==> src/rtl/tbeq_pkg.sv <==
// Shared types, constants and helpers for the three-band equaliser.
// Used by every module under rtl/; depends on nothing else.
`default_nettype none
package tbeq_pkg;

   // Fixed arithmetic formats
   localparam int LP_BITS     = 32;   // low-pass state, Q16
   localparam int HP_BITS     = 40;   // high-pass state, Q16
   localparam int DIFF_BITS   = 41;   // high-pass input sum, saturated
   localparam int ALPHA_FRAC  = 16;
   localparam int GAIN_FRAC   = 12;
   localparam int COEF_BITS   = 16;
   localparam int MUL_B_BITS  = 42;   // widest band value (mid)
   localparam int PROD_BITS   = COEF_BITS + 1 + MUL_B_BITS;
   localparam int ACC_BITS    = PROD_BITS + 2;
   localparam int OUT_SHIFT   = ALPHA_FRAC + GAIN_FRAC;

   // Configuration register map
   localparam int CSR_INDEX_BITS = 3;
   localparam logic [CSR_INDEX_BITS-1:0] REG_LOW_ALPHA  = 3'd0;
   localparam logic [CSR_INDEX_BITS-1:0] REG_HIGH_ALPHA = 3'd1;
   localparam logic [CSR_INDEX_BITS-1:0] REG_GAIN_LOW   = 3'd2;
   localparam logic [CSR_INDEX_BITS-1:0] REG_GAIN_MID   = 3'd3;
   localparam logic [CSR_INDEX_BITS-1:0] REG_GAIN_HIGH  = 3'd4;

   localparam logic [COEF_BITS-1:0] LOW_ALPHA_RESET  = 16'd2293;
   localparam logic [COEF_BITS-1:0] HIGH_ALPHA_RESET = 16'd28470;
   localparam logic [COEF_BITS-1:0] GAIN_RESET       = 16'd4096;   // unity, Q4.12

   typedef struct packed {
      logic [COEF_BITS-1:0] low_alpha;
      logic [COEF_BITS-1:0] high_alpha;
      logic [COEF_BITS-1:0] gain_low;
      logic [COEF_BITS-1:0] gain_mid;
      logic [COEF_BITS-1:0] gain_high;
   } cfg_type;

   typedef enum logic [3:0] {
      ST_IDLE,
      ST_LP_MUL,
      ST_LP_ADD,
      ST_HP_MUL,
      ST_HP_ADD,
      ST_GL_MUL,
      ST_GM_MUL,
      ST_GH_MUL,
      ST_ACC_LAST,
      ST_FINISH
   } ctrl_state_type;

   // Datapath commands, one step per cycle unless the final step holds for the output register
   typedef struct packed {
      logic load;
      logic lp_mul;
      logic lp_add;
      logic hp_mul;
      logic hp_add;
      logic gl_mul;
      logic gm_mul;
      logic gh_mul;
      logic acc_last;
      logic out_load;
   } cmd_type;

   typedef struct packed {
      logic out_busy;
   } status_type;

   // Clamp a signed value to a signed field of the given width
   function automatic logic signed [63:0] sat_s64(input logic signed [63:0] v,
                                                  input int unsigned bits);
      logic signed [63:0] hi;
      logic signed [63:0] lo;
      hi = (64'sd1 <<< (bits - 1)) - 64'sd1;
      lo = -hi - 64'sd1;
      if (v > hi) begin
         return hi;
      end else if (v < lo) begin
         return lo;
      end
      return v;
   endfunction

endpackage
`default_nettype wire

==> src/rtl/tbeq_csr.sv <==
// Configuration registers of the equaliser: coefficients and band gains.
// Depends on tbeq_pkg.
`default_nettype none
module tbeq_csr (
   input  wire logic                                  clock,
   input  wire logic                                  reset,
   input  wire logic                                  csr_valid,
   output logic                                       csr_ready,
   input  wire logic [tbeq_pkg::CSR_INDEX_BITS-1:0]   csr_index,
   input  wire logic [tbeq_pkg::COEF_BITS-1:0]        csr_data,
   output tbeq_pkg::cfg_type                          cfg
);

   tbeq_pkg::cfg_type cfg_ff;

   assign csr_ready = 1'b1;
   assign cfg       = cfg_ff;

   // Write the addressed register; drop writes beyond the map
   always_ff @(posedge clock) begin
      if (reset) begin
         cfg_ff.low_alpha  <= tbeq_pkg::LOW_ALPHA_RESET;
         cfg_ff.high_alpha <= tbeq_pkg::HIGH_ALPHA_RESET;
         cfg_ff.gain_low   <= tbeq_pkg::GAIN_RESET;
         cfg_ff.gain_mid   <= tbeq_pkg::GAIN_RESET;
         cfg_ff.gain_high  <= tbeq_pkg::GAIN_RESET;
      end else if (csr_valid) begin
         case (csr_index)
            tbeq_pkg::REG_LOW_ALPHA:  cfg_ff.low_alpha  <= csr_data;
            tbeq_pkg::REG_HIGH_ALPHA: cfg_ff.high_alpha <= csr_data;
            tbeq_pkg::REG_GAIN_LOW:   cfg_ff.gain_low   <= csr_data;
            tbeq_pkg::REG_GAIN_MID:   cfg_ff.gain_mid   <= csr_data;
            tbeq_pkg::REG_GAIN_HIGH:  cfg_ff.gain_high  <= csr_data;
            default: ;
         endcase
      end
   end

endmodule
`default_nettype wire

==> config.mk <==
export PLATFORM = sky130hd
export DESIGN_NAME = tbeq_csr
export DESIGN_NICKNAME = d
export VERILOG_FILES = /design/src/rtl/tbeq_pkg.sv /design/src/rtl/tbeq_csr.sv
export SDC_FILE = /design/constraint.sdc
export NUM_CORES = 1
export LEC_CHECK = 0
export BUFFER_PORTS_ARGS = -buffer_cell sky130_fd_sc_hd__clkbuf_2
export CORE_MARGIN = 1.5
export CORE_UTILIZATION = 52
export CTS_BUF_LIST = sky130_fd_sc_hd__clkbuf_8
export DETAILED_ROUTE_END_ITERATION = 10
export GPL_TIMING_DRIVEN = 0
export PLACE_DENSITY = 0.81
export SLEW_MARGIN = 20
export SYNTH_ARGS = -nofsm -noshare
export SYNTH_HDL_FRONTEND = slang
export SYNTH_SLANG_ARGS = --single-unit
==> constraint.sdc <==
create_clock -name clock -period 1.45 [get_ports clock]
set_clock_uncertainty 0.15 [all_clocks]
set_input_delay 0.145 -clock clock [delete_from_list [all_inputs] [get_ports clock]]
set_output_delay 0.145 -clock clock [all_outputs]
set_load 0.02 [all_outputs]
# Word-level counts from Yosys, hierarchy flattened
# Cells that the tools add are included.
[word_totals]
input_bits = 22
ff_bits = 80
out_inout_bits = 81
wordCells = 15
[op_classes]
n_reduce_logical = 6
n_eq_ne = 4
[op_table]
columns = ["op", "n"]
rows = [
  ["$reduce_and A2 Y1", 5],
  ["$eq A3 B2 Y1 const B", 2],
  ["$eq A3 B1 Y1 const B", 1],
  ["$eq A3 B3 Y1 const B", 1],
  ["$logic_not A3 Y1", 1],
]

# Logic depth before layout (Yosys ltp)
[logic_depth]
ltp_word = 2
ltp_mapped = 5
mapped_depth_nobuf = 2

# Worst setup path after synthesis
# Ideal clock, no wire load.
[synth_path]
path_kind = "input to register"
startpoint = "in csr_index[0] in the netlist's numbering"
endpoint = "reg cfg_ff (netlist bit cfg[75])"
path_stages = 3
path_buffers = 1
t_required_ns = 1.179
slack_ns = 0.245
setup_ns = 0.121
arrival_ns = 0.934
cell_sequence = "or4b_1 > buf_6 > mux2i_1"
[synth_between]
elab_chain_cells = 2
[synth_lines]
columns = ["element", "line", "source"]
rows = [
  ["from (decl)", "tbeq_csr.sv:9", "input wire logic [tbeq_pkg::CSR_INDEX_BITS-1:0] csr_index,"],
  ["$logic_not A3 Y1", "tbeq_csr.sv:28", "case (csr_index)"],
  ["$reduce_and A2 Y1 (no source line)", "--", ""],
  ["to (decl)", "tbeq_csr.sv:14", "tbeq_pkg::cfg_type cfg_ff;"],
]
# No other way between the ends.
# A chain may end at the register's enable or synchronous reset.

# Worst setup path in the final report
[layout_path]
startpoint = "reg cfg_ff (netlist bit cfg[73])"
endpoint = "out cfg[73] in the netlist's numbering"
[layout_lines]
columns = ["element", "line", "source"]
rows = [
  ["to (decl)", "tbeq_csr.sv:11", "output tbeq_pkg::cfg_type cfg"],
]
# No word-level cell between the ends.

==> flow_metrics.tcl <==
set metrics [dict create \
    cts-root-buf "clkbuf_8" \
    largest_reg_flops 80 \
    p_comb_frac 0.093 \
    power_frac_seq 0.504 \
    p_clk_frac 0.403 \
    yosysWarnings 0 \
    crit_path_end_kind "output port" \
    n_antenna_cell 0 \
    muxShareOfSynthArea 0.2500 \
    clock.fmax_ghz 0.8497 \
    fin_crit_ns 1.177 \
    synth_compound_gate_area_share 0 \
    r2r_end "cfg[49]$_SDFFE_PP1P_" \
    area_delta_synth_final_pct 29.18 \
    cts_buffers 9 \
    dp_slack_ns -0.02270 \
    avgSynthCellArea_um2 10.64 \
    initial_utilization 0.5410 \
    ios 103 \
    hold_viol_final 0 \
    synth_cells 301 \
    swShare 0.2292 \
    port_buffers 100 \
    nets 446 \
    arrival_ns 0.88 \
    period_share 0.8116 \
    hp-class "input port to flop" \
    num_vias 2502 \
    grt_use_met2 0.4116 \
    place_congestion 0.7984 \
    r2r_start "cfg[49]$_SDFFE_PP1P_" \
    path_clk_slew_ns 0.08 \
    crit_path_top_delay_cell "dfxtp_1" \
    ctsHoldBuffers 12 \
    drive_gt1_frac 0.2991 \
    cp_cell_sequence "clkbuf_2" \
    p_int_mw 3.470 \
    worstSetupPathDepth 1 \
    fin_area_um2 4138 \
    finalSetupViolCount 0 \
    synthTopCellsByArea "dfxtp_1, mux2i_1, nand2b_1, nor2_1, buf_2" \
    synth_area_um2 3203 \
    die_area_um2 6640 \
    clock_latency_ns 0.34 \
    grt_pass1_vias 2440 \
    final.fill_count 458 \
    ys_ff_latch 80 \
    ctsLongestPathBuffers 2 \
    die_y_um 81.49 \
    maxCapViolations 0 \
    cp.buffers_inverters 1 \
    fin_ws_ns 0.2732 \
    cts_max_level 3 \
    met1_usage 0.2948 \
    crit_family "flip-flops" \
    p_leak_nw 2.011 \
    startpoint_type "flop" \
    rsz0062_at_grt "false" \
    layout_commonest_cell "clkbuf_2" \
    routed_via_density 4.974 \
    antenna_left 0 \
    yosys.area.top_type "dfxtp_1" \
    cp-startpoint "cfg[73]$_SDFFE_PP0P_" \
    coreArea_um2 5921 \
    crit_type "flop to output port" \
    grt_usage 0.2390 \
    setup_tns_ns 0 \
    tritoncts "built" \
    cts_sinks 80 \
    synth_fp_nets 323 \
    drt-initial-drc-count 77 \
    crit_end "cfg[73]" \
    drt_wl_total_mm 7.650 \
    grt_max_degree 13 \
    synthXorXnorAreaFrac 0 \
    required_ns 1.15 \
    antenna_found_initial 0 \
    slew_viol_final 0 \
    status "completed" \
    power.density_nw_per_um2 1088 \
    switching_power_mw 1.032 \
    reg2regPathDepth 2 \
    dp_hpwl_mm 5.652 \
    seq_area_um2 1602 \
    remaining_drc_errors 0 \
    dpl_cell_area_um2 3797 \
    synth_seq_area_share 0.5000 \
    use_met3 0.03667 \
    synth_top_family_by_area "multiplexers" \
    final_util 0.6989 \
    r2r_slack_ns 0.61 \
    synth_simple_gate_area_share 0.2117 \
    cts_resized 0 \
    tightest_slew_ns 0.5436 \
    max-slew-margin-rel 0.6376 \
    synth_top_area_share 0.5000 \
    path_max_fanout 2 \
    postCtsSetupBuffers 0 \
    synthDistinctLibCells 15 \
    grt_overflow 0 \
    post_synth_fa_ha_maj_area_fraction 0 \
    die_w_um 81.49 \
    grt_pass1_wl_mm 11.69 \
    num_rows 28 \
    grt.busiest_layer "met2" \
    wl_per_cell_um 15.21 \
    first_pass_iters 4 \
    multiInputGateArea_um2 1483 \
    vdd_ir_drop_max_mv 0.6746 \
    max_stage_delay_ns 0.36 \
    final_cell_mix "clkbuf_2, mux2i_1, dfxtp_1" \
]
-- synthesized netlist by cell type, drive strengths merged --
library cell / number
dfxtp: 80
mux2i: 80
nand2b: 76
nor2: 34
buf: 13
clkbuf: 10
and4bb: 2
nand4bb: 2
conb: 1
nand4b: 1
nor4b: 1
or4b: 1
-- per-layer routing --
layer | up-vias | part of all wire
met2 | 57 | 0.50
met5 | - | 0
li1 | 1237 | -
met3 | 14 | 0.033
met4 | 0 | 0.023
met1 | 1194 | 0.45
-- final cells by class --
class / count / share of cell area
clock buffers: 11 / 0.03659
clock inverters: 4 / 0.01663
plain buffers: 23 / 0.02873
well taps: 75 / 0.02268
repair buffers: 112 / 0.1500
multi-input cells: 198 / 0.3583
flip-flops and latches: 80 / 0.3871
-- worst min-delay path by stage --
stage,start,to,depth (start not counted)
2_1_floorplan,csr_data[8],cfg[56]$_SDFFE_PP1P_,2
3_3_place_gp,csr_data[6],cfg[70]$_SDFFE_PP1P_,3
3_5_place_dp,csr_data[6],cfg[70]$_SDFFE_PP1P_,3
4_1_cts,csr_data[14],cfg[62]$_SDFFE_PP1P_,3
5_1_grt,csr_data[14],cfg[62]$_SDFFE_PP1P_,3
6_report,csr_data[14],cfg[62]$_SDFFE_PP1P_,3
-- power groups by stage --
stage                     Sequential [mW]  Combinational, mW  Clock (mW)
after floorplan                      2.38              0.190           0
final                                2.27              0.418        1.81
after global routing                 2.28              0.451        1.91
after global placement               2.32              0.384           0
after detailed placement             2.32              0.392           0
after CTS                            2.27              0.421        1.82
-- per-stage QoR --
step,hold slack [ns],std cells,total power [mW]
2_1_floorplan,0.1622,301,2.569
3_3_place_gp,0.2801,476,2.705
3_5_place_dp,0.2898,476,2.714
4_1_cts,0.01584,503,4.514
5_1_grt,0.04484,503,4.639
6_report,0.02356,503,4.502
-- logic make-up after synthesis --
group / Yosys count
flops: 80
buf+inv: 23
simple gates: 117
mux: 80
other cells: 1
Note: power is estimated with default switching activity, not from simulation.
