===== config.mk =====
export PLATFORM = sky130hd
export DESIGN_NAME = tbeq_ctrl
export DESIGN_NICKNAME = d
export VERILOG_FILES = /design/src/rtl/tbeq_pkg.sv /design/src/rtl/tbeq_ctrl.sv
export SDC_FILE = /design/constraint.sdc
export NUM_CORES = 1
export LEC_CHECK = 0
export BUFFER_PORTS_ARGS = -buffer_cell sky130_fd_sc_hd__buf_2
export CORE_AREA = 5 5 42 44
export CTS_CLUSTER_DIAMETER = 40
export DETAILED_ROUTE_END_ITERATION = 8
export DIE_AREA = 0 0 47 49
export PLACE_DENSITY = 0.47
export SYNTH_ARGS = -nofsm -noshare
export SYNTH_HDL_FRONTEND = slang
export SYNTH_SLANG_ARGS = --single-unit

===== constraint.sdc =====
create_clock -name clock -period 1 [get_ports clock]
set_input_delay 0.1 -clock clock [delete_from_list [all_inputs] [get_ports clock]]
set_output_delay 0.1 -clock clock [all_outputs]
set_load 0.02 [all_outputs]

===== src/rtl/tbeq_pkg.sv =====
// Shared types, constants and helpers for the three-band equaliser.
// Used by every module under rtl/; depends on nothing else.
`default_nettype none
package tbeq_pkg;

   // Fixed arithmetic formats
   localparam int LP_BITS     = 32;   // low-pass state, Q16
   localparam int HP_BITS     = 40;   // high-pass state, Q16
   localparam int DIFF_BITS   = 41;   // high-pass input sum, saturated
   localparam int ALPHA_FRAC  = 16;
   localparam int GAIN_FRAC   = 12;
   localparam int COEF_BITS   = 16;
   localparam int MUL_B_BITS  = 42;   // widest band value (mid)
   localparam int PROD_BITS   = COEF_BITS + 1 + MUL_B_BITS;
   localparam int ACC_BITS    = PROD_BITS + 2;
   localparam int OUT_SHIFT   = ALPHA_FRAC + GAIN_FRAC;

   // Configuration register map
   localparam int CSR_INDEX_BITS = 3;
   localparam logic [CSR_INDEX_BITS-1:0] REG_LOW_ALPHA  = 3'd0;
   localparam logic [CSR_INDEX_BITS-1:0] REG_HIGH_ALPHA = 3'd1;
   localparam logic [CSR_INDEX_BITS-1:0] REG_GAIN_LOW   = 3'd2;
   localparam logic [CSR_INDEX_BITS-1:0] REG_GAIN_MID   = 3'd3;
   localparam logic [CSR_INDEX_BITS-1:0] REG_GAIN_HIGH  = 3'd4;

   localparam logic [COEF_BITS-1:0] LOW_ALPHA_RESET  = 16'd2293;
   localparam logic [COEF_BITS-1:0] HIGH_ALPHA_RESET = 16'd28470;
   localparam logic [COEF_BITS-1:0] GAIN_RESET       = 16'd4096;   // unity, Q4.12

   typedef struct packed {
      logic [COEF_BITS-1:0] low_alpha;
      logic [COEF_BITS-1:0] high_alpha;
      logic [COEF_BITS-1:0] gain_low;
      logic [COEF_BITS-1:0] gain_mid;
      logic [COEF_BITS-1:0] gain_high;
   } cfg_type;

   typedef enum logic [3:0] {
      ST_IDLE,
      ST_LP_MUL,
      ST_LP_ADD,
      ST_HP_MUL,
      ST_HP_ADD,
      ST_GL_MUL,
      ST_GM_MUL,
      ST_GH_MUL,
      ST_ACC_LAST,
      ST_FINISH
   } ctrl_state_type;

   // Datapath commands, one step per cycle unless the final step holds for the output register
   typedef struct packed {
      logic load;
      logic lp_mul;
      logic lp_add;
      logic hp_mul;
      logic hp_add;
      logic gl_mul;
      logic gm_mul;
      logic gh_mul;
      logic acc_last;
      logic out_load;
   } cmd_type;

   typedef struct packed {
      logic out_busy;
   } status_type;

   // Clamp a signed value to a signed field of the given width
   function automatic logic signed [63:0] sat_s64(input logic signed [63:0] v,
                                                  input int unsigned bits);
      logic signed [63:0] hi;
      logic signed [63:0] lo;
      hi = (64'sd1 <<< (bits - 1)) - 64'sd1;
      lo = -hi - 64'sd1;
      if (v > hi) begin
         return hi;
      end else if (v < lo) begin
         return lo;
      end
      return v;
   endfunction

endpackage
`default_nettype wire


===== src/rtl/tbeq_ctrl.sv =====
// Sequencer of the equaliser: steps one sample through the shared multiplier.
// Depends on tbeq_pkg.
`default_nettype none
module tbeq_ctrl (
   input  wire logic                 clock,
   input  wire logic                 reset,
   input  wire logic                 req_tvalid,
   output logic                      req_tready,
   input  wire tbeq_pkg::status_type status,
   output tbeq_pkg::cmd_type         cmd
);

   tbeq_pkg::ctrl_state_type state_ff;
   tbeq_pkg::ctrl_state_type state_in;

   always_ff @(posedge clock) begin
      if (reset) begin
         state_ff <= tbeq_pkg::ST_IDLE;
      end else begin
         state_ff <= state_in;
      end
   end

   // Next state and one command per step
   always_comb begin
      state_in   = state_ff;
      cmd        = '0;
      req_tready = 1'b0;
      case (state_ff)
         tbeq_pkg::ST_IDLE: begin
            req_tready = 1'b1;
            if (req_tvalid) begin
               cmd.load = 1'b1;
               state_in = tbeq_pkg::ST_LP_MUL;
            end
         end
         tbeq_pkg::ST_LP_MUL: begin
            cmd.lp_mul = 1'b1;
            state_in   = tbeq_pkg::ST_LP_ADD;
         end
         tbeq_pkg::ST_LP_ADD: begin
            cmd.lp_add = 1'b1;
            state_in   = tbeq_pkg::ST_HP_MUL;
         end
         tbeq_pkg::ST_HP_MUL: begin
            cmd.hp_mul = 1'b1;
            state_in   = tbeq_pkg::ST_HP_ADD;
         end
         tbeq_pkg::ST_HP_ADD: begin
            cmd.hp_add = 1'b1;
            state_in   = tbeq_pkg::ST_GL_MUL;
         end
         tbeq_pkg::ST_GL_MUL: begin
            cmd.gl_mul = 1'b1;
            state_in   = tbeq_pkg::ST_GM_MUL;
         end
         tbeq_pkg::ST_GM_MUL: begin
            cmd.gm_mul = 1'b1;
            state_in   = tbeq_pkg::ST_GH_MUL;
         end
         tbeq_pkg::ST_GH_MUL: begin
            cmd.gh_mul = 1'b1;
            state_in   = tbeq_pkg::ST_ACC_LAST;
         end
         tbeq_pkg::ST_ACC_LAST: begin
            cmd.acc_last = 1'b1;
            state_in     = tbeq_pkg::ST_FINISH;
         end
         tbeq_pkg::ST_FINISH: begin
            // Hold until the output register is free
            if (!status.out_busy) begin
               cmd.out_load = 1'b1;
               state_in     = tbeq_pkg::ST_IDLE;
            end
         end
         default: state_in = tbeq_pkg::ST_IDLE;
      endcase
   end

endmodule
`default_nettype wire


Yosys cells after proc, flatten, opt, wreduce, memory -nomap -nowiden
Index checks and enable logic that the tools add are counted.

Multiplexer cells: 16. Eq/ne operators: 11. Reduce and logical (&&, ||, !) cells: 2.

Operators by type and width (count): case mux 4 bit (10 select lines) (1); == test 4 x 3 -> 1 bit (second input constant) (4); 2-to-1 mux 1 bit (13); == test 4 x 2 -> 1 bit (second input constant) (2); == test 4 bit (second input constant) (2); 2-to-1 mux 4 bit (2); == test 4 x 1 -> 1 bit (second input constant) (1); logical NOT 4 bit (1); != test 2 bit (second input constant) (2); AND reduction 2 bit (1).

Register bits after elaboration: 4. Bits of input ports: 4. Output and inout bits: 11. Word-level logic and storage cells: 30.

Logic depth before layout (Yosys ltp)
Depth in word-level cells: 3. Gate-level depth with buffers: 4. Mapped depth without buffers: 3.

Worst setup path before layout
No wires, ideal clock.

Path kind: register to output. From: reg state_ff[0]. To: out cmd[9] (netlist name). Path slack: -0.228 ns. Path buffers: 0. Stages on the path, launching flop included: 3. Data arrival time: 1.128 ns. Cell sequence: dfxtp_1 nor4_4 and2_1.

RTL lines: start: declaration (line tbeq_ctrl.sv:13) `tbeq_pkg::ctrl_state_type state_ff;`; start signal: assignment (line tbeq_ctrl.sv:18) `state_ff <= tbeq_pkg::ST_IDLE;`; start signal: assignment (line tbeq_ctrl.sv:20) `state_ff <= state_in;`; end: declaration (line tbeq_ctrl.sv:10) `output tbeq_pkg::cmd_type cmd`.

==> summary.md <==
| Metric | Value |
|---|---|
| Status | `finished with violations` |
| Violated checks | `negative setup slack` |
| Unrepaired setup endpoints after global routing | `yes` |
| Most frequent cell after synthesis | `nor3_1` |
| Area leader, netlist | `dfxtp_1` |
| TritonCTS clock tree | `built` |
| H-tree depth | `1` |
| # Max-Cap Violations | `0` |
| Worst vdd ir | `712.2 uV` |
| Post-DP HPWL | `607.7 um` |
| Synthesized area per cell | `7.793 um2` |
| Largest net degree at the start of global routing | `8` |
| Ranking of synthesized cells by area | `dfxtp_1 (29%), nor3_1 (13%), nor4_4 (7.8%)` |
| Die area | `2303 um2` |
| Register bit total from synthesis | `4` |
| Total Power | `1.111 mW` |
| Asr flop ratio synth | `0` |
| Ys flop type | `dfxtp_1` |
| Period utilization | `1.300` |
| Vias in the first global route | `346` |
| P per Cell Area | `1589 nW/um2` |
| Max Slew Vio Count | `0` |
| HP Class | `input pin to register` |
| Top post-synthesis cells by count | `nor3_1 (7), dfxtp_1 (4), nand2_1 (3), nand2b_1 (3), nor2_1 (3)` |
| Yosys cell types | `18` |
| Routed WL per cell | `11.99 um` |
| Warnings from Yosys | `0` |
| Final instance area | `699.4 um2` |
| Worst hold slack | `0.07148 ns` |
| Chip Height | `49 um` |
| Via count | `363` |
| First-pass GRT wire length | `1331 um` |
| Syn Inst Count | `35` |
| GP Congestion | `0.6448` |
| Routed Antenna Nets | `0` |
| Total GRT Usage | `0.07822` |
| Worst-path clk slew | `0.03 ns` |
| Fin Setup TNS | `-2.774 ns` |
| Synth top area share | `0.2936` |
| Area grow syn2layout | `156.4%` |
| Max FFs per register | `4` |
| Crit end category | `primary output` |
| Layout cells sized above 1 | `0.8485` |
| Ant. Diodes | `0` |
| Seq/Total Area, Yosys | `0.2936` |
| Critical path class | `register to primary output` |
| Core outline area | `1401 um2` |
| Achievable frequency | `769.3 MHz` |
| Registers with the most flip-flops | `state_ff (4)` |
| Syn Std Cell Area | `272.8 um2` |
| Worst EP arrival | `1.20 ns` |
| Clock sinks | `4` |
| WL final | `983 um` |
| Via/cell ratio | `4.427` |
| CTS root buf | `clkbuf_4` |
| Clock Skew | `0.0005578 ns` |
| Setup ws final | `-0.2998 ns` |
| Slew @ Worst Pin | `0.2504 ns` |
| Layout Utilization | `0.4991` |
| Initial drt markers | `5` |
| IO Count | `15` |
| DRC viols | `0` |
| Top reg by flops | `state_ff` |
| Placed cell areas | `435.4 um2` |
| Syn_nets | `39` |
| Final Hold Vio Count | `0` |
| Lkg Pwr | `0.3008 nW` |
| Relative slew slack | `0.8318` |
| Worst setup SP type | `register` |
| CP required | `0.90 ns` |
| Clock latency on the worst-skew pair | `0.23 ns` |
| Initial antenna violation count | `0` |
| Global route overflow | `0` |
| Nets | `72` |
| FP Rows | `14` |
| Initial Util | `0.1946` |
| CTS Buf Count | `3` |
| Die boundary width | `47 um` |
| Detailed Routing Iterations Pass 1 | `2` |
| Max Fanout on Critical Path | `5` |
| Setup-failing EPs final | `14` |
| Clock Path Buffers | `2` |
| Tmin final | `1.300 ns` |
| EDFF count, synth | `0` |
| Port Buf Inserts | `14` |
-- power by group --
part / total, mW / switching (mW) / leakage, nW / internal (mW)
sequential: 0.273 / 0.0752 / 0.0356 / 0.198
combinational: 0.647 / 0.297 / 0.251 / 0.350
clock: 0.191 / 0.0577 / 0.0138 / 0.134
-- timing repair --
item                                   4_1_cts  5_1_grt
hold buffers                                 0        0
gates resized for setup                     25       27
pin swaps                                    6       12
buffers inserted                             2        6
setup endpoints to repair                   15       14
endpoints found under the hold margin        0        0
-- critical path: stages, from the launching register on --
cell,delay [ns]
dfxtp_4,0.36
nor4_4,0.32
and2_4,0.19
buf_6,0.11
-- per-layer routing --
metal / vias up / part of all wire / global-route usage
met2: 5 / 0.56 / 0.1176
li1: 187 / - / -
met4: 0 / 0 / 0.05530
met1: 171 / 0.41 / 0.09031
met5: - / 0 / 0
met3: 0 / 0.032 / 0.02214
-- kinds of logic (layout without fill, tap and decap cells) --
kind of cell	count (synthesis)	after routing	synth area share
simple gates	20	20	0.4404
compound gates	6	6	0.1697
flops	4	4	0.2936
buf+inv	4	35	0.06423
xor+xnor	1	1	0.03212
-- layout by cell type (no fill, tap or decap), types with 2 or more instances in the layout --
cell / synthesis / layout
nor3_4: 0 / 3
buf_2: 2 / 4
buf_4: 0 / 12
a211oi_2: 1 / 2
nor2_4: 0 / 3
clkbuf_4: 0 / 3
buf_6: 0 / 14
nor3_2: 0 / 3
dfxtp_4: 0 / 4
nand2b_4: 0 / 3
-- final timing paths --
check | start | to | slack, ns | depth (start not counted)
min reg2reg | state_ff[3] | state_ff[1] | 0.61 | 2
max | state_ff[2] | cmd[9] | -0.30 | 3
max reg2reg | state_ff[2] | state_ff[3] | -0.16 | 5
min | reset | state_ff[1] | 0.07 | 2
-- per-stage QoR --
| step | std cells | setup WS [ns] |
|---|---|---|
| 2_1_floorplan | 35 | -0.2186 |
| 3_3_place_gp | 71 | -0.1097 |
| 3_5_place_dp | 71 | -0.1098 |
| 4_1_cts | 76 | -0.3123 |
| 5_1_grt | 82 | -0.3407 |
| 6_report | 82 | -0.2998 |
-- area by class of cell --
cell class	instances	area, um2
clock buffer	3	22.52
fill	128	701.9
tap	16	20.02
inverter	2	7.507
sequential	4	95.09
multi-input combinational	27	286.5
timing repair buffer	30	267.8
No activity file was read; power rests on OpenSTA's default activity.
