## src/rtl/tbeq_pkg.sv

```systemverilog
// Shared types, constants and helpers for the three-band equaliser.
// Used by every module under rtl/; depends on nothing else.
`default_nettype none
package tbeq_pkg;

   // Fixed arithmetic formats
   localparam int LP_BITS     = 32;   // low-pass state, Q16
   localparam int HP_BITS     = 40;   // high-pass state, Q16
   localparam int DIFF_BITS   = 41;   // high-pass input sum, saturated
   localparam int ALPHA_FRAC  = 16;
   localparam int GAIN_FRAC   = 12;
   localparam int COEF_BITS   = 16;
   localparam int MUL_B_BITS  = 42;   // widest band value (mid)
   localparam int PROD_BITS   = COEF_BITS + 1 + MUL_B_BITS;
   localparam int ACC_BITS    = PROD_BITS + 2;
   localparam int OUT_SHIFT   = ALPHA_FRAC + GAIN_FRAC;

   // Configuration register map
   localparam int CSR_INDEX_BITS = 3;
   localparam logic [CSR_INDEX_BITS-1:0] REG_LOW_ALPHA  = 3'd0;
   localparam logic [CSR_INDEX_BITS-1:0] REG_HIGH_ALPHA = 3'd1;
   localparam logic [CSR_INDEX_BITS-1:0] REG_GAIN_LOW   = 3'd2;
   localparam logic [CSR_INDEX_BITS-1:0] REG_GAIN_MID   = 3'd3;
   localparam logic [CSR_INDEX_BITS-1:0] REG_GAIN_HIGH  = 3'd4;

   localparam logic [COEF_BITS-1:0] LOW_ALPHA_RESET  = 16'd2293;
   localparam logic [COEF_BITS-1:0] HIGH_ALPHA_RESET = 16'd28470;
   localparam logic [COEF_BITS-1:0] GAIN_RESET       = 16'd4096;   // unity, Q4.12

   typedef struct packed {
      logic [COEF_BITS-1:0] low_alpha;
      logic [COEF_BITS-1:0] high_alpha;
      logic [COEF_BITS-1:0] gain_low;
      logic [COEF_BITS-1:0] gain_mid;
      logic [COEF_BITS-1:0] gain_high;
   } cfg_type;

   typedef enum logic [3:0] {
      ST_IDLE,
      ST_LP_MUL,
      ST_LP_ADD,
      ST_HP_MUL,
      ST_HP_ADD,
      ST_GL_MUL,
      ST_GM_MUL,
      ST_GH_MUL,
      ST_ACC_LAST,
      ST_FINISH
   } ctrl_state_type;

   // Datapath commands, one step per cycle unless the final step holds for the output register
   typedef struct packed {
      logic load;
      logic lp_mul;
      logic lp_add;
      logic hp_mul;
      logic hp_add;
      logic gl_mul;
      logic gm_mul;
      logic gh_mul;
      logic acc_last;
      logic out_load;
   } cmd_type;

   typedef struct packed {
      logic out_busy;
   } status_type;

   // Clamp a signed value to a signed field of the given width
   function automatic logic signed [63:0] sat_s64(input logic signed [63:0] v,
                                                  input int unsigned bits);
      logic signed [63:0] hi;
      logic signed [63:0] lo;
      hi = (64'sd1 <<< (bits - 1)) - 64'sd1;
      lo = -hi - 64'sd1;
      if (v > hi) begin
         return hi;
      end else if (v < lo) begin
         return lo;
      end
      return v;
   endfunction

endpackage
`default_nettype wire

```

## src/rtl/tbeq_datapath.sv

```systemverilog
// Datapath of the equaliser: per-channel filter state, one shared multiplier,
// band accumulator and output register. Depends on tbeq_pkg.
`default_nettype none
module tbeq_datapath #(
   parameter int SAMPLE_BITS = 16,
   parameter int CHANNELS    = 2
) (
   input  wire logic                          clock,
   input  wire logic                          reset,
   input  wire tbeq_pkg::cmd_type             cmd,
   output tbeq_pkg::status_type               status,
   input  wire tbeq_pkg::cfg_type             cfg,
   input  wire logic signed [SAMPLE_BITS-1:0] req_sample,
   input  wire logic                          req_channel,
   output logic                               rsp_valid,
   input  wire logic                          rsp_ready,
   output logic [SAMPLE_BITS-1:0]             rsp_sample,
   output logic                               rsp_clipped
);

   localparam int CIW = (CHANNELS > 1) ? $clog2(CHANNELS) : 1;

   // Per-channel filter state
   logic signed [tbeq_pkg::LP_BITS-1:0] lp_out_ff [CHANNELS];
   logic signed [SAMPLE_BITS-1:0]       hp_in_ff  [CHANNELS];
   logic signed [tbeq_pkg::HP_BITS-1:0] hp_out_ff [CHANNELS];

   // Working registers for the sample in flight
   logic signed [SAMPLE_BITS-1:0]          x_ff;
   logic [CIW-1:0]                         ch_ff;
   logic signed [tbeq_pkg::LP_BITS-1:0]    bigx_ff;
   logic signed [tbeq_pkg::LP_BITS-1:0]    low_ff;
   logic signed [tbeq_pkg::DIFF_BITS-1:0]  diff_ff;
   logic signed [tbeq_pkg::HP_BITS-1:0]    high_ff;
   logic signed [tbeq_pkg::MUL_B_BITS-1:0] mid_ff;
   logic signed [tbeq_pkg::PROD_BITS-1:0]  prod_ff;
   logic signed [tbeq_pkg::ACC_BITS-1:0]   acc_ff;
   logic                                   out_valid_ff;
   logic [SAMPLE_BITS-1:0]                 out_sample_ff;
   logic                                   out_clip_ff;

   // Combinational next values
   logic [CIW-1:0]                         ch_in;
   logic signed [63:0]                     bigx_wide;
   logic signed [tbeq_pkg::LP_BITS-1:0]    lp_prev;
   logic signed [SAMPLE_BITS-1:0]          hp_in_prev;
   logic signed [tbeq_pkg::HP_BITS-1:0]    hp_prev;
   logic signed [63:0]                     low_wide;
   logic signed [63:0]                     diff_wide;
   logic signed [63:0]                     high_wide;
   logic signed [63:0]                     lp_delta;
   logic signed [63:0]                     mid_wide;
   logic signed [tbeq_pkg::ACC_BITS-1:0]   acc_in;
   logic signed [63:0]                     acc_biased;
   logic signed [63:0]                     q_wide;
   logic signed [63:0]                     q_sat;
   logic [tbeq_pkg::COEF_BITS-1:0]         mul_a;
   logic signed [tbeq_pkg::MUL_B_BITS-1:0] mul_b;
   logic signed [tbeq_pkg::PROD_BITS-1:0]  prod_in;

   // Clamp the channel number onto the last channel present
   always_comb begin
      if (32'(req_channel) >= CHANNELS) begin
         ch_in = CIW'(CHANNELS - 1);
      end else begin
         ch_in = CIW'(req_channel);
      end
   end

   assign bigx_wide  = tbeq_pkg::sat_s64(64'(req_sample) <<< 16, tbeq_pkg::LP_BITS);
   assign lp_prev    = lp_out_ff[ch_ff];
   assign hp_in_prev = hp_in_ff[ch_ff];
   assign hp_prev    = hp_out_ff[ch_ff];

   // Filter arithmetic around the multiplier
   assign lp_delta  = 64'(bigx_ff) - 64'(lp_prev);
   assign low_wide  = tbeq_pkg::sat_s64(64'(lp_prev) + 64'(prod_ff >>> tbeq_pkg::ALPHA_FRAC),
                                        tbeq_pkg::LP_BITS);
   assign diff_wide = tbeq_pkg::sat_s64(((64'(x_ff) - 64'(hp_in_prev)) <<< 16) + 64'(hp_prev),
                                        tbeq_pkg::DIFF_BITS);
   assign high_wide = tbeq_pkg::sat_s64(64'(prod_ff >>> tbeq_pkg::ALPHA_FRAC),
                                        tbeq_pkg::HP_BITS);
   assign mid_wide  = 64'(bigx_ff) - 64'(low_ff) - 64'(high_ff);
   assign acc_in    = acc_ff + tbeq_pkg::ACC_BITS'(prod_ff);

   // Truncate the weighted sum toward zero, then clamp to the sample range
   always_comb begin
      acc_biased = 64'(acc_ff);
      if (acc_ff < 0) begin
         acc_biased = acc_biased + ((64'sd1 <<< tbeq_pkg::OUT_SHIFT) - 64'sd1);
      end
      q_wide = acc_biased >>> tbeq_pkg::OUT_SHIFT;
      q_sat  = tbeq_pkg::sat_s64(q_wide, SAMPLE_BITS);
   end

   // Select multiplier operands for the current step
   always_comb begin
      mul_a = '0;
      mul_b = '0;
      if (cmd.lp_mul) begin
         mul_a = cfg.low_alpha;
         mul_b = lp_delta[tbeq_pkg::MUL_B_BITS-1:0];
      end else if (cmd.hp_mul) begin
         mul_a = cfg.high_alpha;
         mul_b = tbeq_pkg::MUL_B_BITS'(diff_ff);
      end else if (cmd.gl_mul) begin
         mul_a = cfg.gain_low;
         mul_b = tbeq_pkg::MUL_B_BITS'(low_ff);
      end else if (cmd.gm_mul) begin
         mul_a = cfg.gain_mid;
         mul_b = mid_ff;
      end else if (cmd.gh_mul) begin
         mul_a = cfg.gain_high;
         mul_b = tbeq_pkg::MUL_B_BITS'(high_ff);
      end
   end

   assign prod_in = $signed({1'b0, mul_a}) * mul_b;

   // Filter state: cleared at reset, updated once per sample
   always_ff @(posedge clock) begin
      if (reset) begin
         for (int i = 0; i < CHANNELS; i++) begin
            lp_out_ff[i] <= '0;
            hp_in_ff[i]  <= '0;
            hp_out_ff[i] <= '0;
         end
      end else begin
         if (cmd.lp_add) begin
            lp_out_ff[ch_ff] <= low_wide[tbeq_pkg::LP_BITS-1:0];
         end
         if (cmd.hp_add) begin
            hp_in_ff[ch_ff]  <= x_ff;
            hp_out_ff[ch_ff] <= high_wide[tbeq_pkg::HP_BITS-1:0];
         end
      end
   end

   // Working registers of the sample in flight
   always_ff @(posedge clock) begin
      if (cmd.load) begin
         x_ff    <= req_sample;
         ch_ff   <= ch_in;
         bigx_ff <= bigx_wide[tbeq_pkg::LP_BITS-1:0];
      end
      if (cmd.lp_mul || cmd.hp_mul || cmd.gl_mul || cmd.gm_mul || cmd.gh_mul) begin
         prod_ff <= prod_in;
      end
      if (cmd.lp_add) begin
         low_ff  <= low_wide[tbeq_pkg::LP_BITS-1:0];
         diff_ff <= diff_wide[tbeq_pkg::DIFF_BITS-1:0];
      end
      if (cmd.hp_add) begin
         high_ff <= high_wide[tbeq_pkg::HP_BITS-1:0];
      end
      if (cmd.gl_mul) begin
         mid_ff <= mid_wide[tbeq_pkg::MUL_B_BITS-1:0];
         acc_ff <= '0;
      end else if (cmd.gm_mul || cmd.gh_mul || cmd.acc_last) begin
         acc_ff <= acc_in;
      end
   end

   // Output register: hold the result until the receiver takes it
   always_ff @(posedge clock) begin
      if (reset) begin
         out_valid_ff <= 1'b0;
      end else if (cmd.out_load) begin
         out_valid_ff <= 1'b1;
      end else if (rsp_ready) begin
         out_valid_ff <= 1'b0;
      end
   end

   always_ff @(posedge clock) begin
      if (cmd.out_load) begin
         out_sample_ff <= q_sat[SAMPLE_BITS-1:0];
         out_clip_ff   <= (q_sat != q_wide);
      end
   end

   assign rsp_valid       = out_valid_ff;
   assign rsp_sample      = out_sample_ff;
   assign rsp_clipped     = out_clip_ff;
   assign status.out_busy = out_valid_ff && !rsp_ready;

endmodule
`default_nettype wire

```

## config.mk

```make
export PLATFORM = sky130hd
export DESIGN_NAME = tbeq_datapath
export DESIGN_NICKNAME = d
export VERILOG_FILES = /design/src/rtl/tbeq_pkg.sv /design/src/rtl/tbeq_datapath.sv
export SDC_FILE = /design/constraint.sdc
export NUM_CORES = 2
export LEC_CHECK = 0
export BUFFER_PORTS_ARGS = -buffer_cell sky130_fd_sc_hd__buf_2
export CAP_MARGIN = 0
export CELL_PAD_IN_SITES_DETAIL_PLACEMENT = 0
export CELL_PAD_IN_SITES_GLOBAL_PLACEMENT = 2
export CORE_MARGIN = 1
export CORE_UTILIZATION = 38
export DETAILED_ROUTE_END_ITERATION = 8
export PLACE_DENSITY_LB_ADDON = 0.25
export SLEW_MARGIN = 20
export SYNTH_ARGS = -nofsm -noshare
export SYNTH_HDL_FRONTEND = slang
export SYNTH_SLANG_ARGS = --single-unit
```

## constraint.sdc

```tcl
create_clock -name clock -period 9.8 [get_ports clock]
set_input_delay 0 -clock clock [delete_from_list [all_inputs] [get_ports clock]]
set_output_delay 0 -clock clock [all_outputs]
set_load 0.05 [all_outputs]
```

### After elaboration in Yosys (flattened, before gate mapping)

Memories as Yosys holds them, arrays and structs flattened. A register that Yosys moved wholly into a read port is not among the register bits.
Index checks and enable logic that the tools add are counted.

| cells by class | value |
|---|---|
| add/sub/neg operators | 8 |
| multiply operators | 1 |
| order comparisons | 11 |
| equality and inequality tests | 1 |
| muxes and demuxes | 58 |
| reduce and logical (&&, ||, !) cells | 12 |

Operators with widths:

| operator | number |
|---|---|
| 64-bit two-way mux | 4 |
| 32-bit two-way mux | 7 |
| 42-bit two-way mux | 5 |
| 40-bit two-way mux | 4 |
| 41-bit two-way mux | 3 |
| 16-bit two-way mux | 6 |
| 32-bit by 32-bit subtractor with 33-bit output | 2 |
| 64-bit by 36-bit != test with 1-bit output | 1 |
| 61-bit by 29-bit adder with 62-bit output, second input constant | 1 |
| 61-bit by 59-bit adder with 61-bit output | 1 |
| 61-bit by 1-bit < comparator with 1-bit output, second input constant | 1 |
| 17-bit by 42-bit multiplier with 59-bit output | 1 |
| 32-bit by 43-bit adder with 44-bit output | 1 |
| 44-bit by 32-bit greater-than comparator with 1-bit output, second input constant | 1 |
| 44-bit by 32-bit < comparator with 1-bit output, second input constant | 1 |
| 43-bit by 40-bit greater-than comparator with 1-bit output, second input constant | 1 |
| 43-bit by 40-bit < comparator with 1-bit output, second input constant | 1 |
| 33-bit by 40-bit adder with 41-bit output | 1 |
| 41-bit greater-than comparator, second input constant | 1 |
| 41-bit < comparator, second input constant | 1 |
| 33-bit by 40-bit subtractor with 41-bit output | 1 |
| 40-bit OR reduction | 1 |
| 36-bit by 16-bit greater-than comparator with 1-bit output, second input constant | 1 |
| 36-bit by 16-bit < comparator with 1-bit output, second input constant | 1 |
| other kinds (10) | 43 |

| storage, ports and cells | value |
|---|---|
| register bits after elaboration | 342 |
| RAM bits | 176 |
| input bits | 110 |
| output and inout port bits | 19 |
| logic and storage cells | 107 |
| memories | 3 |

Memory list:

| name | depth | bits a word | rd ports | clocked after memory_dff | wr ports | RTL line | text |
|---|---|---|---|---|---|---|---|
| hp_out_ff | 2 | 40 | 1 | 1 | 2 | tbeq_datapath.sv:26 | `logic signed [tbeq_pkg::HP_BITS-1:0] hp_out_ff [CHANNELS];` |
| lp_out_ff | 2 | 32 | 1 | 1 | 2 | tbeq_datapath.sv:24 | `logic signed [tbeq_pkg::LP_BITS-1:0] lp_out_ff [CHANNELS];` |
| hp_in_ff | 2 | 16 | 1 | 1 | 2 | tbeq_datapath.sv:25 | `logic signed [SAMPLE_BITS-1:0] hp_in_ff [CHANNELS];` |

### Longest topological paths before layout

| logic depth | value |
|---|---|
| word-level depth | 7 |
| mapped depth | 42 |

### Least setup slack after synthesis

OpenSTA, ideal clock, no wires.

| timing path | value |
|---|---|
| path kind | register -> register |
| from | register (tool-made name) |
| to | register prod_ff[56] (netlist bit) (data pin) |
| arrival | 10.172 ns |
| required time | 9.542 ns |
| path slack | -0.630 ns |
| stages on the path, launching flop included | 39 |
| buffers on the path | 5 |
| clock period less this slack | 10.430 ns |
| cells stage by stage | dfxtp_1 buf_1 buf_1 clkbuf_1 buf_1 mux2i_1 ha_1 a21o_1 a21o_1 a21o_1 nand2_1 nand2_1 a41o_1 o41ai_1 o21bai_1 a21oi_1 xor2_1 clkbuf_1 [3 not listed] fa_1 fa_1 inv_1 fa_1 fa_1 fa_1 ha_1 a21o_1 a21o_1 a21o_1 a31o_2 a31oi_1 o21a_1 o21ai_1 a221o_1 a31o_2 a21oi_1 xnor2_1 |

RTL lines:

| item | RTL line | text |
|---|---|---|
| to (signal assigned) | tbeq_datapath.sv:147 | `prod_ff <= prod_in;` |
| to (decl) | tbeq_datapath.sv:36 | `logic signed [tbeq_pkg::PROD_BITS-1:0] prod_ff;` |

==> impl_metrics.env <==
export IMPL_outcome="complete, no violations"
export IMPL_clockRootBuffer="clkbuf_16"
export IMPL_port_buffers=128
export IMPL_synth_top_cells_by_area="fa_1 24%, edfxtp_1 23%, ha_1 8.1%, inv_1 6.5%, nand2_1 4.4%"
export IMPL_finalSetupTns_ns=0
export IMPL_dieArea_mm2=0.145
export IMPL_cts_tree="built"
export IMPL_place_area_mm2=0.0581
export IMPL_gp_congestion=0.887
export IMPL_firstDrtPassIters=5
export IMPL_min_path_type="in -> reg"
export IMPL_slowest_delay_ns=0.56
export IMPL_synth_area_per_cell_um2=9.24
export IMPL_worst_r2r_path_depth=34
export IMPL_grtUsageTotal=0.251
export IMPL_yosysSeqAreaShare=0.257
export IMPL_drive_gt1_frac=0.0952
export IMPL_cts_buffers=55
export IMPL_holdCritStartpoint="cmd[5]"
export IMPL_vias=42900
export IMPL_die_w_um=380
export IMPL_dp_final_hpwl_um=145000
export IMPL_async_flop_share=0
export IMPL_min_period_ns=9.41
export IMPL_synth_edf_count=423
export IMPL_die_h_um=380
export IMPL_drtAntennaViolNets=0
export IMPL_synth_top_family_by_area="adder cells"
export IMPL_synth_nets=6996
export IMPL_core_area_mm2=0.142
export IMPL_worst_pin_slew_ns=1.13
export IMPL_num_io_pins=129
export IMPL_fmax_mhz=106
export IMPL_finalNetCount=7150
export IMPL_initial_core_util=0.384
export IMPL_clkLatencyLatePin_ns=0.65
export IMPL_netlist_instances=5887
export IMPL_cts_sinks=486
export IMPL_yosys_area_top_type_share=0.238
export IMPL_yosys_most_used_dff="edfxtp_1"
export IMPL_setup_viol=0
export IMPL_post_drt_wl_per_cell_um=22.7
export IMPL_yosysTopAreaCell="fa_1"
export IMPL_critPathKind="reg -> reg"
export IMPL_syn_area_mm2=0.0544
export IMPL_finalClockSkew_ns=0.0336
export IMPL_min_period_over_period=0.960
export IMPL_totalWireLength_um=181000
export IMPL_antenna_found_initial=11
export IMPL_maxSlewViolCount=0
export IMPL_synth_compound_area_frac=0.145
export IMPL_hold_viol_final=0
export IMPL_grt_pass1_vias=44100
export IMPL_hold_depth=2
export IMPL_synth_simple_gate_area_share=0.137
export IMPL_row_count=138
export IMPL_via_per_inst=5.38
export IMPL_setup_worst_path_end_class="register"
export IMPL_h_tree_depth=2
export IMPL_ys_ff_latch=486
export IMPL_critPathMostFrequentCell="fa_1"
export IMPL_critPathLaunchType="register"
export IMPL_crit_arrival_ns=9.80
export IMPL_slew_headroom=0.239
export IMPL_grt_pass1_wl_um=276000
export IMPL_worstPathMaxFanout=9
export IMPL_required_ns=10.20
export IMPL_muxShareOfSynthArea=0.0181
export IMPL_area_growth_pct=11.1
export IMPL_grt_max_degree=71
export IMPL_design_area_mm2=0.0604
export IMPL_clock_path_buffers=3
export IMPL_drt_iter0_markers=3108
export IMPL_synth_cell_types=79
export IMPL_clkSlewWorstSetupHoldPaths_ns=0.06
export IMPL_maxCapViolCount=0
export IMPL_synth_xor_area_share=0.0402
export IMPL_grt_overflow=0
export IMPL_yosys_area_share_adder=0.319
export IMPL_drc=0
export IMPL_crit_slowest_cell="fa_1"
export IMPL_yosysWarnings=0
[final timing paths]
check                                         endpoint  slack (ns)
worst max-delay path             prod_ff[57]$_DFFE_PP_        0.39
worst min-delay path             high_ff[39]$_DFFE_PP_        0.05
worst min register to register  acc_ff[4]$_SDFFE_PP0P_        0.47
worst max register to register   prod_ff[57]$_DFFE_PP_        0.39
[worst max-delay path: cells and delay by family (launching register included)]
kind                     cells  cell delay [ns]
adder cells (fa/ha/maj)      7             3.55
AO/OA/AOI/OAI               14             2.79
AND/OR/NAND/NOR              5             1.43
buffers and inverters        7             0.82
flip-flops                   1             0.43
XOR/XNOR                     1             0.13
[cells in the mapped netlist, drive strengths merged (10+ instances only)]
| cell type | number |
|---|---|
| inv | 941 |
| fa | 648 |
| nand2 | 632 |
| nor2 | 535 |
| edfxtp | 423 |
| ha | 351 |
| a21oi | 330 |
| clkbuf | 235 |
| o21ai | 192 |
| xnor2 | 166 |
| a21o | 145 |
| and2 | 89 |
| nand3 | 88 |
| xor2 | 84 |
| nor3 | 75 |
| o31ai | 73 |
| nor2b | 72 |
| dfxtp | 63 |
| o21a | 56 |
| o22ai | 55 |
| mux2 | 52 |
| mux2i | 40 |
| a211oi | 39 |
| a221oi | 36 |
| and3 | 33 |
| nand2b | 32 |
| buf | 31 |
| nand4 | 29 |
| a221o | 27 |
| a31oi | 27 |
| o21bai | 27 |
| o221ai | 27 |
| or3 | 21 |
| o211ai | 16 |
| nor4 | 14 |
| a21boi | 12 |
| and4 | 12 |
| a2111oi | 11 |
| a211o | 11 |
| o22a | 11 |
| a31o | 10 |
| nor3b | 10 |
| o31a | 10 |
| o41ai | 10 |
| or4 | 10 |
[cells by family after synthesis]
logic type	Yosys count
DFF	486
AOI/OAI and AO/OA	1178
buffers and inverters	1207
adders and majority gates	999
and+or+nand+nor	1674
muxes	92
xor gates and xnor gates	250
other	1
[stage by stage]
step | util | std cells | hold slack [ns] | setup slack (ns)
after detailed placement | 0.410 | 7837 | 0.179 | -0.274
after global placement | 0.410 | 7836 | 0.177 | -0.0302
after CTS | 0.424 | 7963 | 0.0186 | 0.0215
final | 0.426 | 7976 | 0.0496 | 0.395
after global routing | 0.426 | 7975 | 0.0451 | -0.0392
after floorplan | - | 5887 | 0.0989 | 0.0120
[placed cells by master (no fill, tap or decap), drive strengths merged, types with 52 or more instances in the layout]
cell	instances
nor3	75
xor2	84
a21o	145
fa	648
o22ai	55
clkbuf	66
nand3	88
nand2	632
ha	351
edfxtp	423
inv	943
o21ai	192
xnor2	166
o31ai	73
nor2	535
a21oi	330
mux2	52
and2	89
o21a	56
buf	336
nor2b	72
dfxtp	63
[timing repair]
action                     4_1_cts  5_1_grt
setup endpoints to repair        8       13
pin swaps                        0        6
hold buffers                    26        0
hold endpoints to repair        75        0
resized for setup                6       37
cloned                           0        0
setup buffers                    0       11
[cell type report]
cell class	count	area [um^2]
flip-flops and latches	486	14000
multi-input cells	4194	36200
fillers	14100	81300
diodes	2	5.00
clock buffers	65	1410
well taps	1890	2360
clock inverters	35	345
inverters	941	3530
repair buffers	363	2560
[layer usage]
layer	track usage	part of all wire
met4	0.0570	0.026
met3	0.0241	0.046
met2	0.431	0.49
met5	0	0.00014
met1	0.339	0.44
[sequential cells by signal (all words and copies together) (netlist names), 32 cells and up, named ones only]
name,flops
acc_ff,61
diff_ff,41
high_ff,40
hp_in_ff,32
hp_out_ff,80
low_ff,32
lp_out_ff,64
mid_ff,41
prod_ff,59
Power is not shown: default switching activity piles up to over one toggle a cycle in this logic, so the estimate is an artifact.
